`config.mk`:
```
export PLATFORM = sky130hd
export DESIGN_NAME = ps2_mouse_packet_cursor_tracker_unit
export DESIGN_NICKNAME = d
export VERILOG_FILES = /design/src/rtl/ps2mct_pkg.sv /design/src/rtl/ps2mct_pkt_asm.sv /design/src/rtl/ps2mct_cursor.sv /design/src/rtl/ps2_mouse_packet_cursor_tracker_unit.sv
export SDC_FILE = /design/constraint.sdc
export NUM_CORES = 1
export LEC_CHECK = 0
export BUFFER_PORTS_ARGS = -buffer_cell sky130_fd_sc_hd__buf_2
export CORE_MARGIN = 2
export CORE_UTILIZATION = 45
export CTS_CLUSTER_SIZE = 25
export DETAILED_ROUTE_END_ITERATION = 10
export PLACE_DENSITY_LB_ADDON = 0.1
export RECOVER_POWER = 100
export SYNTH_ARGS = -nofsm -noshare
export SYNTH_HDL_FRONTEND = slang
export SYNTH_HIERARCHICAL = 1
export SYNTH_SLANG_ARGS = --single-unit
```
`constraint.sdc`:
```
create_clock -name aclk -period 11.03 [get_ports aclk]
set_input_delay 1.103 -clock aclk [delete_from_list [all_inputs] [get_ports aclk]]
set_output_delay 1.103 -clock aclk [all_outputs]
set_load 0.005 [all_outputs]
```
`src/rtl/ps2mct_pkg.sv`:
```
// Shared types and constants for the PS/2 mouse packet cursor tracker.
// No dependencies; used by ps2mct_pkt_asm, ps2mct_cursor and the top-level unit.
package ps2mct_pkg;

    // Configuration register map
    localparam int CFG_IDX_W = 2;
    localparam int BOUND_W   = 13;

    typedef enum logic [CFG_IDX_W-1:0] {
        CFG_BOUND_X = 2'd0,
        CFG_BOUND_Y = 2'd1
    } cfg_idx_t;

    localparam logic [BOUND_W-1:0] BOUND_X_DFLT = 13'd800;
    localparam logic [BOUND_W-1:0] BOUND_Y_DFLT = 13'd600;

    localparam int POS_X_START = 400;
    localparam int POS_Y_START = 300;

    // Flag byte bit positions
    localparam int FLAG_LEFT   = 0;
    localparam int FLAG_RIGHT  = 1;
    localparam int FLAG_MIDDLE = 2;
    localparam int FLAG_SYNC   = 3;
    localparam int FLAG_XSIGN  = 4;
    localparam int FLAG_YSIGN  = 5;
    localparam int FLAG_XOVF   = 6;
    localparam int FLAG_YOVF   = 7;

    // Position of the next byte within a packet
    typedef enum logic [1:0] {
        PH_FLAG = 2'd0,
        PH_XDAT = 2'd1,
        PH_YDAT = 2'd2
    } phase_t;

    // Complete packet handed from the assembler to the cursor update
    typedef struct packed {
        logic       valid;
        logic [7:0] flag;
        logic [7:0] x_byte;
        logic [7:0] y_byte;
    } pkt_t;

endpackage

```
`src/rtl/ps2mct_pkt_asm.sv`:
```
// Packet assembler: tracks the byte phase and collects flag and X bytes.
// Depends on ps2mct_pkg. Emits a complete non-overflow packet for one cycle.
module ps2mct_pkt_asm (
    input  logic              aclk,
    input  logic              aresetn,
    input  logic              step,       // aux byte is processed this cycle
    input  logic [7:0]        data,
    output ps2mct_pkg::pkt_t  pkt
);

    ps2mct_pkg::phase_t phase_reg, phase_next;
    logic [7:0] flag_reg;
    logic [7:0] xbyte_reg;

    // Next phase
    always_comb begin
        phase_next = phase_reg;
        if (step) begin
            unique case (phase_reg)
                ps2mct_pkg::PH_FLAG: begin
                    if (data[ps2mct_pkg::FLAG_SYNC]) begin
                        phase_next = ps2mct_pkg::PH_XDAT;
                    end
                end
                ps2mct_pkg::PH_XDAT: phase_next = ps2mct_pkg::PH_YDAT;
                ps2mct_pkg::PH_YDAT: phase_next = ps2mct_pkg::PH_FLAG;
                default:             phase_next = ps2mct_pkg::PH_FLAG;
            endcase
        end
    end

    // Packet output: third byte completes it, overflow packets are dropped
    always_comb begin
        pkt.valid  = 1'b0;
        pkt.flag   = flag_reg;
        pkt.x_byte = xbyte_reg;
        pkt.y_byte = data;
        unique case (phase_reg)
            ps2mct_pkg::PH_YDAT: begin
                pkt.valid = step && !flag_reg[ps2mct_pkg::FLAG_XOVF]
                                 && !flag_reg[ps2mct_pkg::FLAG_YOVF];
            end
            default: pkt.valid = 1'b0;
        endcase
    end

    always_ff @(posedge aclk) begin
        if (!aresetn) begin
            phase_reg <= ps2mct_pkg::PH_FLAG;
            flag_reg  <= 8'd0;
            xbyte_reg <= 8'd0;
        end else begin
            phase_reg <= phase_next;
            if (step && phase_reg == ps2mct_pkg::PH_FLAG && data[ps2mct_pkg::FLAG_SYNC]) begin
                flag_reg <= data;
            end
            if (step && phase_reg == ps2mct_pkg::PH_XDAT) begin
                xbyte_reg <= data;
            end
        end
    end

endmodule

```
`src/rtl/ps2mct_cursor.sv`:
```
// Cursor update: applies packet deltas, clamps to the screen bounds.
// Depends on ps2mct_pkg. Holds the cursor position registers.
module ps2mct_cursor #(
    parameter int COORD_BITS = 12
) (
    input  logic                                aclk,
    input  logic                                aresetn,
    input  ps2mct_pkg::pkt_t                    pkt,
    input  logic [ps2mct_pkg::BOUND_W-1:0]      bound_x,
    input  logic [ps2mct_pkg::BOUND_W-1:0]      bound_y,
    output logic [COORD_BITS-1:0]               pos_x_next,
    output logic [COORD_BITS-1:0]               pos_y_next
);

    localparam int LIMIT  = 1 << COORD_BITS;
    localparam int EXT_W  = (ps2mct_pkg::BOUND_W > COORD_BITS + 1) ?
                            ps2mct_pkg::BOUND_W : COORD_BITS + 1;
    localparam int SUM_W  = COORD_BITS + 2;
    localparam int X_RST  = (ps2mct_pkg::POS_X_START > LIMIT - 1) ?
                            LIMIT - 1 : ps2mct_pkg::POS_X_START;
    localparam int Y_RST  = (ps2mct_pkg::POS_Y_START > LIMIT - 1) ?
                            LIMIT - 1 : ps2mct_pkg::POS_Y_START;
    localparam logic [EXT_W-1:0] LIMIT_EXT = EXT_W'(LIMIT);

    logic [COORD_BITS-1:0] pos_x_reg, pos_y_reg;
    logic [COORD_BITS:0]   eff_x, eff_y;
    logic signed [9:0]     dx, neg_dy;
    logic signed [SUM_W-1:0] sum_x, sum_y;

    // Zero bound falls back to the default, large bound saturates
    function automatic logic [COORD_BITS:0] eff_bound(
        input logic [ps2mct_pkg::BOUND_W-1:0] b,
        input logic [ps2mct_pkg::BOUND_W-1:0] dflt
    );
        logic [EXT_W-1:0] v;
        v = (b == '0) ? EXT_W'(dflt) : EXT_W'(b);
        if (v > LIMIT_EXT) begin
            v = LIMIT_EXT;
        end
        return v[COORD_BITS:0];
    endfunction

    // Clamp a moved coordinate to 0..bound-1
    function automatic logic [COORD_BITS-1:0] clamp(
        input logic signed [SUM_W-1:0] s,
        input logic [COORD_BITS:0]     bound
    );
        logic [COORD_BITS:0] bm1;
        bm1 = bound - 1'b1;
        if (s[SUM_W-1]) begin
            return '0;
        end else if (s[COORD_BITS:0] >= bound) begin
            return bm1[COORD_BITS-1:0];
        end else begin
            return s[COORD_BITS-1:0];
        end
    endfunction

    assign eff_x = eff_bound(bound_x, ps2mct_pkg::BOUND_X_DFLT);
    assign eff_y = eff_bound(bound_y, ps2mct_pkg::BOUND_Y_DFLT);

    // 9-bit deltas with sign bits from the flag byte; y is inverted
    assign dx     = 10'(signed'({pkt.flag[ps2mct_pkg::FLAG_XSIGN], pkt.x_byte}));
    assign neg_dy = -10'(signed'({pkt.flag[ps2mct_pkg::FLAG_YSIGN], pkt.y_byte}));

    assign sum_x = signed'({2'b00, pos_x_reg}) + SUM_W'(dx);
    assign sum_y = signed'({2'b00, pos_y_reg}) + SUM_W'(neg_dy);

    assign pos_x_next = clamp(sum_x, eff_x);
    assign pos_y_next = clamp(sum_y, eff_y);

    always_ff @(posedge aclk) begin
        if (!aresetn) begin
            pos_x_reg <= COORD_BITS'(X_RST);
            pos_y_reg <= COORD_BITS'(Y_RST);
        end else if (pkt.valid) begin
            pos_x_reg <= pos_x_next;
            pos_y_reg <= pos_y_next;
        end
    end

endmodule

```
`src/rtl/ps2_mouse_packet_cursor_tracker_unit.sv`:
```
// PS/2 mouse packet cursor tracker: takes one controller byte word per cycle
// and returns a cursor/button word for each complete, valid 3-byte packet.
// Throughput is one input word per cycle while s_tready is high. The word
// that completes a packet is held in the input register; its result word is
// loaded into the result register once that register is free, and m_tvalid
// is driven from the result register. The only stall source is the result
// register: s_tready drops when that register is full, not being taken, and
// an input word waits.
// Depends on ps2mct_pkg, ps2mct_pkt_asm and ps2mct_cursor.
module ps2_mouse_packet_cursor_tracker_unit #(
    parameter int  COORD_BITS = 12,
    localparam int TDATA_W    = ((2 * COORD_BITS + 3 + 7) / 8) * 8
) (
    input  logic                                 aclk,
    input  logic                                 aresetn,
    // Configuration write channel
    input  logic                                 cfg_valid,
    output logic                                 cfg_ready,
    input  logic [ps2mct_pkg::CFG_IDX_W-1:0]     cfg_index,
    input  logic [ps2mct_pkg::BOUND_W-1:0]       cfg_data,
    // Input bytes
    input  logic                                 s_tvalid,
    output logic                                 s_tready,
    input  logic [7:0]                           s_tdata,   // [7:0] data_byte
    input  logic                                 s_tuser,   // [0] from_aux
    // Results
    output logic                                 m_tvalid,
    input  logic                                 m_tready,
    output logic [TDATA_W-1:0]                   m_tdata    // cursor_x, cursor_y,
                                                            // left, right, middle
);

    localparam int PAY_W = 2 * COORD_BITS + 3;

    logic [ps2mct_pkg::BOUND_W-1:0] bound_x_reg, bound_y_reg;
    logic                           in_valid_reg;
    logic [7:0]                     in_data_reg;
    logic                           in_aux_reg;
    logic                           advance;
    logic                           step;
    ps2mct_pkg::pkt_t               pkt;
    logic [COORD_BITS-1:0]          pos_x_next, pos_y_next;
    logic                           out_valid_reg;
    logic [TDATA_W-1:0]             out_data_reg;
    logic [PAY_W-1:0]               payload;

    // Configuration registers
    assign cfg_ready = 1'b1;

    always_ff @(posedge aclk) begin
        if (!aresetn) begin
            bound_x_reg <= ps2mct_pkg::BOUND_X_DFLT;
            bound_y_reg <= ps2mct_pkg::BOUND_Y_DFLT;
        end else if (cfg_valid) begin
            unique case (cfg_index)
                ps2mct_pkg::CFG_BOUND_X: bound_x_reg <= cfg_data;
                ps2mct_pkg::CFG_BOUND_Y: bound_y_reg <= cfg_data;
                default: ;
            endcase
        end
    end

    // Pipeline control: input register moves on when the result slot frees
    assign advance  = !out_valid_reg || m_tready;
    assign s_tready = advance || !in_valid_reg;
    assign step     = in_valid_reg && in_aux_reg && advance;

    always_ff @(posedge aclk) begin
        if (!aresetn) begin
            in_valid_reg <= 1'b0;
        end else if (s_tready) begin
            in_valid_reg <= s_tvalid;
        end
    end

    always_ff @(posedge aclk) begin
        if (s_tready && s_tvalid) begin
            in_data_reg <= s_tdata;
            in_aux_reg  <= s_tuser;
        end
    end

    ps2mct_pkt_asm u_asm (
        .aclk    (aclk),
        .aresetn (aresetn),
        .step    (step),
        .data    (in_data_reg),
        .pkt     (pkt)
    );

    ps2mct_cursor #(
        .COORD_BITS (COORD_BITS)
    ) u_cursor (
        .aclk       (aclk),
        .aresetn    (aresetn),
        .pkt        (pkt),
        .bound_x    (bound_x_reg),
        .bound_y    (bound_y_reg),
        .pos_x_next (pos_x_next),
        .pos_y_next (pos_y_next)
    );

    // Result register
    assign payload = {pkt.flag[ps2mct_pkg::FLAG_MIDDLE],
                      pkt.flag[ps2mct_pkg::FLAG_RIGHT],
                      pkt.flag[ps2mct_pkg::FLAG_LEFT],
                      pos_y_next, pos_x_next};

    always_ff @(posedge aclk) begin
        if (!aresetn) begin
            out_valid_reg <= 1'b0;
        end else if (advance) begin
            out_valid_reg <= pkt.valid;
        end
    end

    always_ff @(posedge aclk) begin
        if (pkt.valid) begin
            out_data_reg <= TDATA_W'(payload);
        end
    end

    assign m_tvalid = out_valid_reg;
    assign m_tdata  = out_data_reg;

endmodule

```
Word level (Yosys, flattened, before mapping)
Cells that the tools add are included.

word-level totals
  input bits = 29
  register bits = 106
  logic and storage cells = 57

operators by class
  mux-type cells = 11
  $add $sub $neg = 5
  $lt $le $gt $ge = 4
  reductions and logical operators = 21
  equal/unequal tests = 4

operators with widths
  cell                                                                  number
  13-bit 2-to-1 mux                                                     4
  12-bit 2-to-1 mux                                                     4
  13-bit >= comparator                                                  2
  13-bit greater-than comparator, second input constant                 2
  13-bit zero test                                                      2
  12-bit by 1-bit subtractor with 12-bit output, second input constant  2
  13-bit by 10-bit adder with 14-bit output                             1
  13-bit by 9-bit adder with 14-bit output                              1
  9-bit negator with 10-bit output                                      1
  1-bit logical AND                                                     8
  2-bit AND reduction                                                   3
  2-bit by 1-bit == test with 1-bit output, second input constant       2
  1-bit zero test                                                       4
  2-bit zero test                                                       2
  2-bit one-hot mux with 2 select lines                                 1
  2-bit == test, second input constant                                  1
  1-bit logical OR                                                      2
  2-bit 2-to-1 mux                                                      1
  2-bit inequality test, second input constant                          1
  1-bit 2-to-1 mux                                                      1

Logic depth before layout (Yosys ltp)
Gate-level depths: netlist of the first run.

  word-level depth = 7
  gate-level depth with buffers = 20
  mapped depth without buffers = 19

By module
The synthesis of the first run kept the hierarchy.

modules (own cells, without submodules)
  module                                cells each  times used  area an instance (um2)
  ps2mct_cursor                         505         1           3,787.4
  ps2_mouse_packet_cursor_tracker_unit  160         1           2,263.4
  ps2mct_pkt_asm                        78          1           759.5

Least setup slack after synthesis of the first run
No wires, ideal clock.

  kind = register to register
  start point = register u_asm.xbyte_reg[0]
  end point = register u_cursor.pos_x_reg[5]
  required time = 10,940 ps
  setup time = 90 ps
  clock period less this slack = 3,944 ps
  arrival time = 3,853 ps
  path slack = 7,086 ps
  cell stages (with the launch flop) = 19
  cells stage by stage = dfxtp_1 -> ha_1 -> inv_1 -> fa_1 -> nor2b_4 -> o31a_1 -> o41a_1 -> o21a_1 -> o211ai_1 -> mux2_2 -> a211oi_1 -> ha_1 -> nand2_1 -> nor4_1 -> a211oi_1 -> o31ai_1 -> buf_2 -> mux2_2 -> o31ai_1

between the ends
  longest elaborated chain between the ends = 4

ends and longest elaborated chain
  what                                        line                  text
  start, declared                             ps2mct_pkt_asm.sv:13  logic [7:0] xbyte_reg;
  start signal, assigned                      ps2mct_pkt_asm.sv:58  xbyte_reg <= data;
  13-bit by 9-bit adder with 14-bit output *  ps2mct_cursor.sv:66   assign sum_x = signed'({2'b00, pos_x_reg}) + SUM_W'(dx);
  13-bit >= comparator                        ps2mct_cursor.sv:52   end else if (s[COORD_BITS:0] >= bound) begin
  12-bit 2-to-1 mux                           ps2mct_cursor.sv:52
  12-bit 2-to-1 mux *                         ps2mct_cursor.sv:50   if (s[SUM_W-1]) begin
  end signal, assigned                        ps2mct_cursor.sv:74   pos_x_reg <= COORD_BITS'(X_RST);
  end signal, assigned                        ps2mct_cursor.sv:77   pos_x_reg <= pos_x_next;
  end, declared                               ps2mct_cursor.sv:25   logic [COORD_BITS-1:0] pos_x_reg, pos_y_reg;

Mark *: on every way between the ends. The rest lies on a longest branch, timed or not.
A chain may end at the register's enable or synchronous reset.

Worst setup path after layout of the first run
  start point = register in_data_reg[0]
  end point = register out_data_reg[22] (netlist: m_tdata[22]) (data pin)

between the ends
  longest elaborated chain between the ends = 5

ends and longest elaborated chain
  what                                         line                                         text
  start, declared                              ps2_mouse_packet_cursor_tracker_unit.sv:37   logic [7:0] in_data_reg;
  start signal, assigned                       ps2_mouse_packet_cursor_tracker_unit.sv:78   in_data_reg <= s_tdata;
  9-bit negator with 10-bit output *           ps2mct_cursor.sv:64                          assign neg_dy = -10'(signed'({pkt.flag[ps2mct_pkg::FLAG_YSIGN], pkt.y_byte}));
  13-bit by 10-bit adder with 14-bit output *  ps2mct_cursor.sv:67                          assign sum_y = signed'({2'b00, pos_y_reg}) + SUM_W'(neg_dy);
  13-bit >= comparator                         ps2mct_cursor.sv:52
  12-bit 2-to-1 mux                            ps2mct_cursor.sv:52
  12-bit 2-to-1 mux *                          ps2mct_cursor.sv:50
  via pos_y_next[10]                           ps2_mouse_packet_cursor_tracker_unit.sv:42   logic [COORD_BITS-1:0] pos_x_next, pos_y_next;
  end signal, assigned                         ps2_mouse_packet_cursor_tracker_unit.sv:119  out_data_reg <= TDATA_W'(payload);
  end, declared                                ps2_mouse_packet_cursor_tracker_unit.sv:44   logic [TDATA_W-1:0] out_data_reg;

Mark *: on every way through the listed nets, which the timed path passes. The rest lies on a longest branch.

==> results of run 1 <==
[metrics by stage]
step / area (µm²) / hold slack [ps] / power, W
detailed placement: 7131 / 422.6 / 0.0005951
floorplan: 6798 / 408.1 / 0.0005495
CTS: 7431 / 449.2 / 0.0009178
global placement: 7119 / 414.4 / 0.0005903
global route: 7392 / 469.6 / 0.0009511
finish: 7392 / 450.2 / 0.0009097
[power by group through the flow]
stage / logic [W] / clock network, W / registers (W)
final: 0.000164 / 0.000324 / 0.000422
after global routing: 0.000182 / 0.000346 / 0.000423
after floorplan: 0.000123 / 0 / 0.000427
after detailed placement: 0.000164 / 0 / 0.000431
after CTS: 0.000165 / 0.000331 / 0.000422
after global placement: 0.000160 / 0 / 0.000430
[placed cells by master (no fill, tap or decap), types with 4 or more instances in the layout]
master and instances:
nand2_1 106, dfxtp_1 69, ha_1 54, mux2i_1 49, inv_1 45, buf_2 45, nor2_1 43, o21ai_0 40
edfxtp_1 36, a21oi_1 22, clkbuf_1 16, nor3_1 16, xnor2_1 13, o31ai_1 13, o211ai_1 12, nor2b_1 11
o21a_1 10, xor2_1 10, nand3_1 10, a211oi_1 10, nand2b_1 9, clkbuf_16 9, nor4_1 9, a21o_1 9
a21boi_0 8, a31oi_1 7, conb_1 6, or3_1 4, o21bai_1 4, nand4_1 4
[final timing paths]
path | startpoint | cells past startpoint | slack, ps | end
max | in_data_reg[0] | 19 | 6000 | m_tdata[22]
min | u_asm/flag_reg[0] | 0 | 450 | m_tdata[24]
max reg2reg | in_data_reg[0] | 19 | 6000 | m_tdata[22]
min reg2reg | u_asm/flag_reg[0] | 0 | 450 | m_tdata[24]
[critical path, cell delays in order (launching register included)]
cell      delay (ps)
edfxtp_1         380
ha_1             180
inv_1             50
fa_1             430
a211oi_1         310
o21ai_0          150
a31oi_1          410
o21bai_1         110
a31oi_1          190
o21bai_1         100
xnor2_1          160
ha_1             310
nand4_1          150
nor4_1           330
a211oi_1         110
o21ai_0           80
clkbuf_1         690
o221ai_1         300
o21ai_0          240
nor2_1            70
[cell type report]
class,count,area (µm²)
fillers,1422,7252
clock buffers,9,225.2
repair buffers,63,300.3
clock inverters,7,75.07
multi-input cells,555,3930
well taps,184,230.2
flip-flops and latches,105,2462
inverters,45,168.9
[routing by layer]
layer | track usage [%] | vias up | wire [µm]
met4 | 5.301 | 0 | 238
met1 | 30.88 | 2593 | 8423
met5 | 0 | - | 0
met2 | 34.28 | 126 | 7580
met3 | 3.501 | 15 | 733
li1 | - | 2746 | -
==> results.cfg, run 1 <==
[outcome]
status = finished with violations
violations = capacitance limit, slew limit

[cts]
ctsHoldBuffers = 0
clock-sinks = 105
h-tree-depth = 3
ctsResizeCount = 0
cts_inserted_buffers = 9
cts_tree = done
post_cts_buffers = 0
clkTransAtPathRegs_ps = 80
cts_buffer_depth = 2
cts_root_buffer = clkbuf_16
clk_latency_ps = 360

[sta]
finalHoldViolations = 0
worst_slack_ps = 5998
final.setup_skew_ps = 9.688
maxClockFrequency_mhz = 198.7
slew-limit-headroom_pct = -106.0
setup_viol = 0
tightest_slew_ps = 3090
min_period_over_period_pct = 45.62
rsz0062_at_grt = no
min_period_ps = 5032
final_max_slew_viol_count = 112
tns_ps = 0

[die]
start_util_pct = 46.32
die_area_um2 = 16070
fp-row-count = 44
chipWidth_um = 126.8
coreArea_um2 = 14640
die_y_um = 126.8
io_pins = 64

[power]
p_clk_share_pct = 35.7
power_frac_comb_pct = 18.0
netSwitchingFraction_pct = 30.13
ir_worst_vdd_uv = 85.32
seq_power_share_pct = 46.4
cellPowerDensity_nw_per_um2 = 123.1
leakagePower_nw = 3.084
intPower_w = 0.0006356
power.switching_w = 0.0002741

[final_layout]
utilization_pct = 50.48
layout-drive-gt1-share_pct = 10.84
syn2layout_area_growth_pct = 8.984
largest_register_ffs = 27
n_antenna_cell = 0
final-instance-count-excl-fill = 968
fin_nets = 864

[routing]
dr.pass1.iters = 4
wl_um = 16980
drt-initial-drc-count = 339
wl_per_cell_um = 17.54
vias_per_cell = 5.661
num_vias = 5480
drcViolationCount = 0
antenna_left = 0

[synthesis]
yosys_warnings = 6
postSynthCellCount = 741
syn_area_per_cell_um2 = 9.154
syn_area_um2 = 6783

[placed_design]
dp_hpwl_um = 13110
pre_cts_ws_ps = 6594
port_buffers = 57
dp_cells = 952
place_congestion = 0.9475

[worst_setup_path]
path_max_fanout = 20
end_kind = register
start_kind = register
critPathArrivalTime_ps = 5130
required_ps = 11130
worstSetupPathType = register to register

[grt]
gr-usage-all-layers_pct = 21.58
antenna_found_initial = 0
grt_pass1_wl_um = 27340
grt_pass1_vias = 5217
grt_start_max_net_pins = 77
grt_overflow = 0

[hold_path]
hp-class = register to register

[job]
maxCapViolations = 2
Note: power is estimated with default switching activity, not from simulation.
==> run 2, diff against run 1 <==
==> constraint.sdc (replaced) <==
create_clock -name aclk -period 5 [get_ports aclk]
set_input_delay 0.5 -clock aclk [delete_from_list [all_inputs] [get_ports aclk]]
set_output_delay 0.5 -clock aclk [all_outputs]
set_load 0.005 [all_outputs]
==> results.cfg, run 2 (synthesis results as in run 1) <==
[outcome]
status = finished with violations
violations = capacitance limit, slew limit

[power]
cellPowerDensity_nw_per_um2 = 267.2
leakagePower_nw = 3.074
p_total_w = 0.001973
ir_worst_vdd_uv = 166.7

[worst_setup_path]
cpLargestDelayFamily = compound AO/OA/AOI/OAI gates
end_kind = register
cp.buffers_inverters = 2
critPathArrivalTime_ps = 4500
path_max_fanout = 12
required_ps = 5120
crit_slowest_cell = o41a_1
worstSetupPathType = register to register
cp_slowest_stage_delay_ps = 380
start_kind = register
crit_path_cell_trace = ha_1 > inv_1 > fa_1 > nor2b_4 > o31a_1 > o41a_1 > o21a_1 > o211ai_1 > mux2_2 > a211oi_1 > ha_1 > nand2_1 > nor4_1 > a211oi_1 > o31ai_2 > buf_4 > mux2_1 > and2_1

[cts]
ctsResizeCount = 0
cts_tree = done
clk_latency_ps = 360
cts_inserted_buffers = 9
cts_root_buffer = clkbuf_16
ctsHoldBuffers = 0
clock-sinks = 105
post_cts_buffers = 0
clkTransAtPathRegs_ps = 70
cts_buffer_depth = 2
h-tree-depth = 3

[sta]
final.setup_skew_ps = 8.740
min_period_ps = 4378
min_period_over_period_pct = 87.56
slew-limit-headroom_pct = -8.128
final_max_slew_viol_count = 43
tns_ps = 0
tightest_slew_ps = 1622
setup_viol = 0
finalHoldViolations = 0
maxClockFrequency_mhz = 228.4
rsz0062_at_grt = no

[routing]
drcViolationCount = 0
dr.pass1.iters = 5
routed.top_layer = met4
vias_per_cell = 5.660
antenna_left = 0
m1WireLength_um = 8348
wl_per_cell_um = 17.38
dr_wl_met3_um = 860
num_vias = 5479
drt-initial-drc-count = 424
wl_um = 16830
route.met2.wl_um = 7322

[grt]
gr-usage-all-layers_pct = 21.39
grt_pass1_wl_um = 27230
antenna_found_initial = 0
grt_start_max_net_pins = 43
grt_pass1_vias = 5267
grt_overflow = 0

[final_layout]
largest_register_ffs = 27
layout-drive-gt1-share_pct = 10.33
layout_commonest_cell = nand2_1
n_antenna_cell = 0
utilization_pct = 50.43
fin_nets = 864
final_cell_mix = nand2_1, dfxtp_1, ha_1
syn2layout_area_growth_pct = 8.873

[die]
die_area_um2 = 16070
die_y_um = 126.8
fp-row-count = 44
io_pins = 64
chipWidth_um = 126.8
start_util_pct = 46.32
coreArea_um2 = 14640

[placed_design]
place_congestion = 0.9033
dp_hpwl_um = 12880
port_buffers = 57

[job]
maxCapViolations = 1

[hold_path]
hp-class = input pin to register
run 2: stage by stage:
stage | instances | instance area [µm²] | worst slack, ps | hold slack (ps)
floorplan | 745 | 6798 | 1056 | 408.1
global placement | 952 | 7129 | 716.8 | 413.5
detailed placement | 952 | 7129 | 651.5 | 416.7
CTS | 968 | 7418 | 641.3 | 301.4
global route | 968 | 7385 | 393.0 | 298.2
finish | 968 | 7385 | 622.2 | 311.8
run 2: final timing paths:
| kind | from | endpoint | cells past startpoint | slack [ps] |
|---|---|---|---|---|
| setup reg to reg | u_asm/xbyte_reg[0] | m_tdata[11] | 18 | 620 |
| hold / removal | s_tdata[5] | in_data_reg[5] | 1 | 310 |
| hold reg to reg | u_asm/flag_reg[0] | m_tdata[24] | 0 | 430 |
| setup / recovery | u_asm/xbyte_reg[0] | m_tdata[11] | 18 | 620 |
run 2: routing by layer:
metal  GRT usage [%]  up-vias
li1                -     2730
met1           30.62     2568
met2           33.39      159
met3           4.386       22
met4           4.977        0
met5               0        -
run 2: cell type report:
cell class | instances | area (µm²)
Clock buffer | 10 | 239.0
Clock inverter | 6 | 50.05
Fill cell | 1411 | 7259
Inverter | 45 | 168.9
Multi-Input combinational cell | 555 | 3936
Sequential cell | 105 | 2462
Tap cell | 184 | 230.2
Timing Repair Buffer | 63 | 297.8
run 2: power breakdown:
| group | internal [W] | switching [W] | total (W) |
|---|---|---|---|
| Sequential | 0.000910 | 0.0000198 | 0.000930 |
| Clock | 0.000358 | 0.000330 | 0.000688 |
| Combinational | 0.000141 | 0.000215 | 0.000356 |
| Total | 0.00141 | 0.000565 | 0.00197 |
==> run 3, diff against run 2 <==
--- a/config.mk
+++ b/config.mk
@@ -6,10 +6,10 @@
 export NUM_CORES = 1
 export LEC_CHECK = 0
 export BUFFER_PORTS_ARGS = -buffer_cell sky130_fd_sc_hd__buf_2
-export CORE_MARGIN = 2
 export CORE_UTILIZATION = 45
 export CTS_CLUSTER_SIZE = 25
 export DETAILED_ROUTE_END_ITERATION = 10
+export MAX_ROUTING_LAYER = met4
 export PLACE_DENSITY_LB_ADDON = 0.1
 export RECOVER_POWER = 100
 export SYNTH_ARGS = -nofsm -noshare
==> results.cfg, run 3 (synthesis results as in run 1) <==
[outcome]
status = finished with violations
violations = DRC, capacitance limit, slew limit

[sta]
final.setup_skew_ps = 8.622
setup_viol = 0
slew-limit-headroom_pct = -24.13
min_period_ps = 4601
tightest_slew_ps = 1862
finalHoldViolations = 0
final_max_slew_viol_count = 45
maxClockFrequency_mhz = 217.3
tns_ps = 0
rsz0062_at_grt = no
min_period_over_period_pct = 92.02

[cts]
h-tree-depth = 3
clock-sinks = 105
cts_buffer_depth = 2
clkTransAtPathRegs_ps = 70
ctsResizeCount = 0
clk_latency_ps = 370
cts_root_buffer = clkbuf_16
cts_inserted_buffers = 9
post_cts_buffers = 0
ctsHoldBuffers = 0
cts_tree = done

[routing]
dr.pass1.iters = 8
wl_per_cell_um = 17.85
wl_um = 17280
num_vias = 5532
vias_per_cell = 5.715
antenna_left = 0
drcViolationCount = 14
drt-initial-drc-count = 471

[placed_design]
port_buffers = 57
dpl_cell_area_um2 = 7129
dp_cells = 952
place_congestion = 0.8753
dp_hpwl_um = 13120

[power]
p_total_w = 0.001991
cellPowerDensity_nw_per_um2 = 269.9
ir_worst_vdd_uv = 188.2
leakagePower_nw = 3.058

[die]
chipWidth_um = 124.8
start_util_pct = 46.32
io_pins = 64
die_area_um2 = 15570
die_y_um = 124.8
fp-row-count = 44
coreArea_um2 = 14640

[worst_setup_path]
critPathArrivalTime_ps = 4720
required_ps = 5120
crit_path_cell_trace = ha_1 > inv_1 > fa_1 > nor2b_4 > o31a_1 > o41a_1 > o21a_1 > o211ai_1 > mux2_2 > a211oi_1 > ha_1 > nand2_1 > nor4_1 > a211oi_1 > o31ai_2 > clkbuf_2 > mux2_1 > and2_0
reg2reg_depth = 18
end_kind = register
cp_slowest_stage_delay_ps = 410
worstSetupPathType = register to register
start_kind = register
crit_slowest_cell = mux2_1
path_max_fanout = 12

[grt]
grt_start_max_net_pins = 45
use_met3_pct = 4.639
met2_usage_pct = 34.47
use_met1_pct = 33.36
antenna_found_initial = 0
grt_pass1_vias = 5210
gr-usage-all-layers_pct = 23.50
busiest_layer = met2
grt_pass1_wl_um = 27800
grt_overflow = 0

[final_layout]
final_cell_mix = nand2_1, dfxtp_1, ha_1
largest_register_ffs = 27
utilization_pct = 50.37
layout_commonest_cell = nand2_1
regArea_um2 = 2462
layout-drive-gt1-share_pct = 9.949
fin_nets = 864
syn2layout_area_growth_pct = 8.744
final-instance-count-excl-fill = 968
postLayoutCellArea_um2 = 7376
multi_input_area_um2 = 3938
n_antenna_cell = 0
nFillCells = 1405

[hold_path]
whs_path_depth = 1
hp-class = input pin to register

[job]
maxCapViolations = 1
[run 3: changes by cell type in the layout (fill, tap and decap cells not counted), sizes merged]
| cell | delta |
|---|---|
| clkinv | -2 |
| buf | -3 |
| inv | +2 |
| clkbuf | +3 |
[run 3: per-stage QoR]
stage          hold WS [ps]  worst slack [ps]
3_5_place_dp          418.2             584.1
3_3_place_gp          413.5             592.6
5_1_grt               294.3             132.3
4_1_cts               302.1             553.9
6_report              306.6             398.8
2_1_floorplan         408.1              1056
[run 3: critical path, delay by kind of cell (launching register included)]
kind | cells | cell delay [ps]
AND/OR/NAND/NOR | 4 | 410
buffers and inverters | 2 | 360
AO/OA/AOI/OAI | 7 | 1710
flip-flops | 1 | 330
adder cells (fa/ha/maj) | 3 | 790
multiplexers | 2 | 760
[run 3: layer usage]
layer  vias to the layer above  share of wire, %  routed length, µm
li1                       2732                 -                  -
met1                      2645                51               8846
met2                       147                44               7564
met3                         8               4.4                752
met4                         0              0.65                113
met5                         -                 0                  0
[run 3: power by group]
part           switching (W)  internal, W
clock               0.000355     0.000350
combinational       0.000216     0.000140
sequential         0.0000196     0.000910
[run 3: worst paths after layout]
| path | start | end | slack [ps] |
|---|---|---|---|
| setup / recovery | u_asm/xbyte_reg[0] | m_tdata[11] | 400 |
| hold / removal | s_tdata[4] | in_data_reg[4] | 310 |
| setup reg to reg | u_asm/xbyte_reg[0] | m_tdata[11] | 400 |
| hold reg to reg | u_asm/flag_reg[1] | m_tdata[25] | 440 |
[run 3: area by class of cell]
cell class / instances / share of cell area, %
clock buffers: 10 / 3.104
clock inverters: 6 / 0.7634
inverters: 45 / 2.290
multi-input cells: 555 / 53.38
flip-flops and latches: 105 / 33.38
well taps: 184 / 3.121
repair buffers: 63 / 3.953
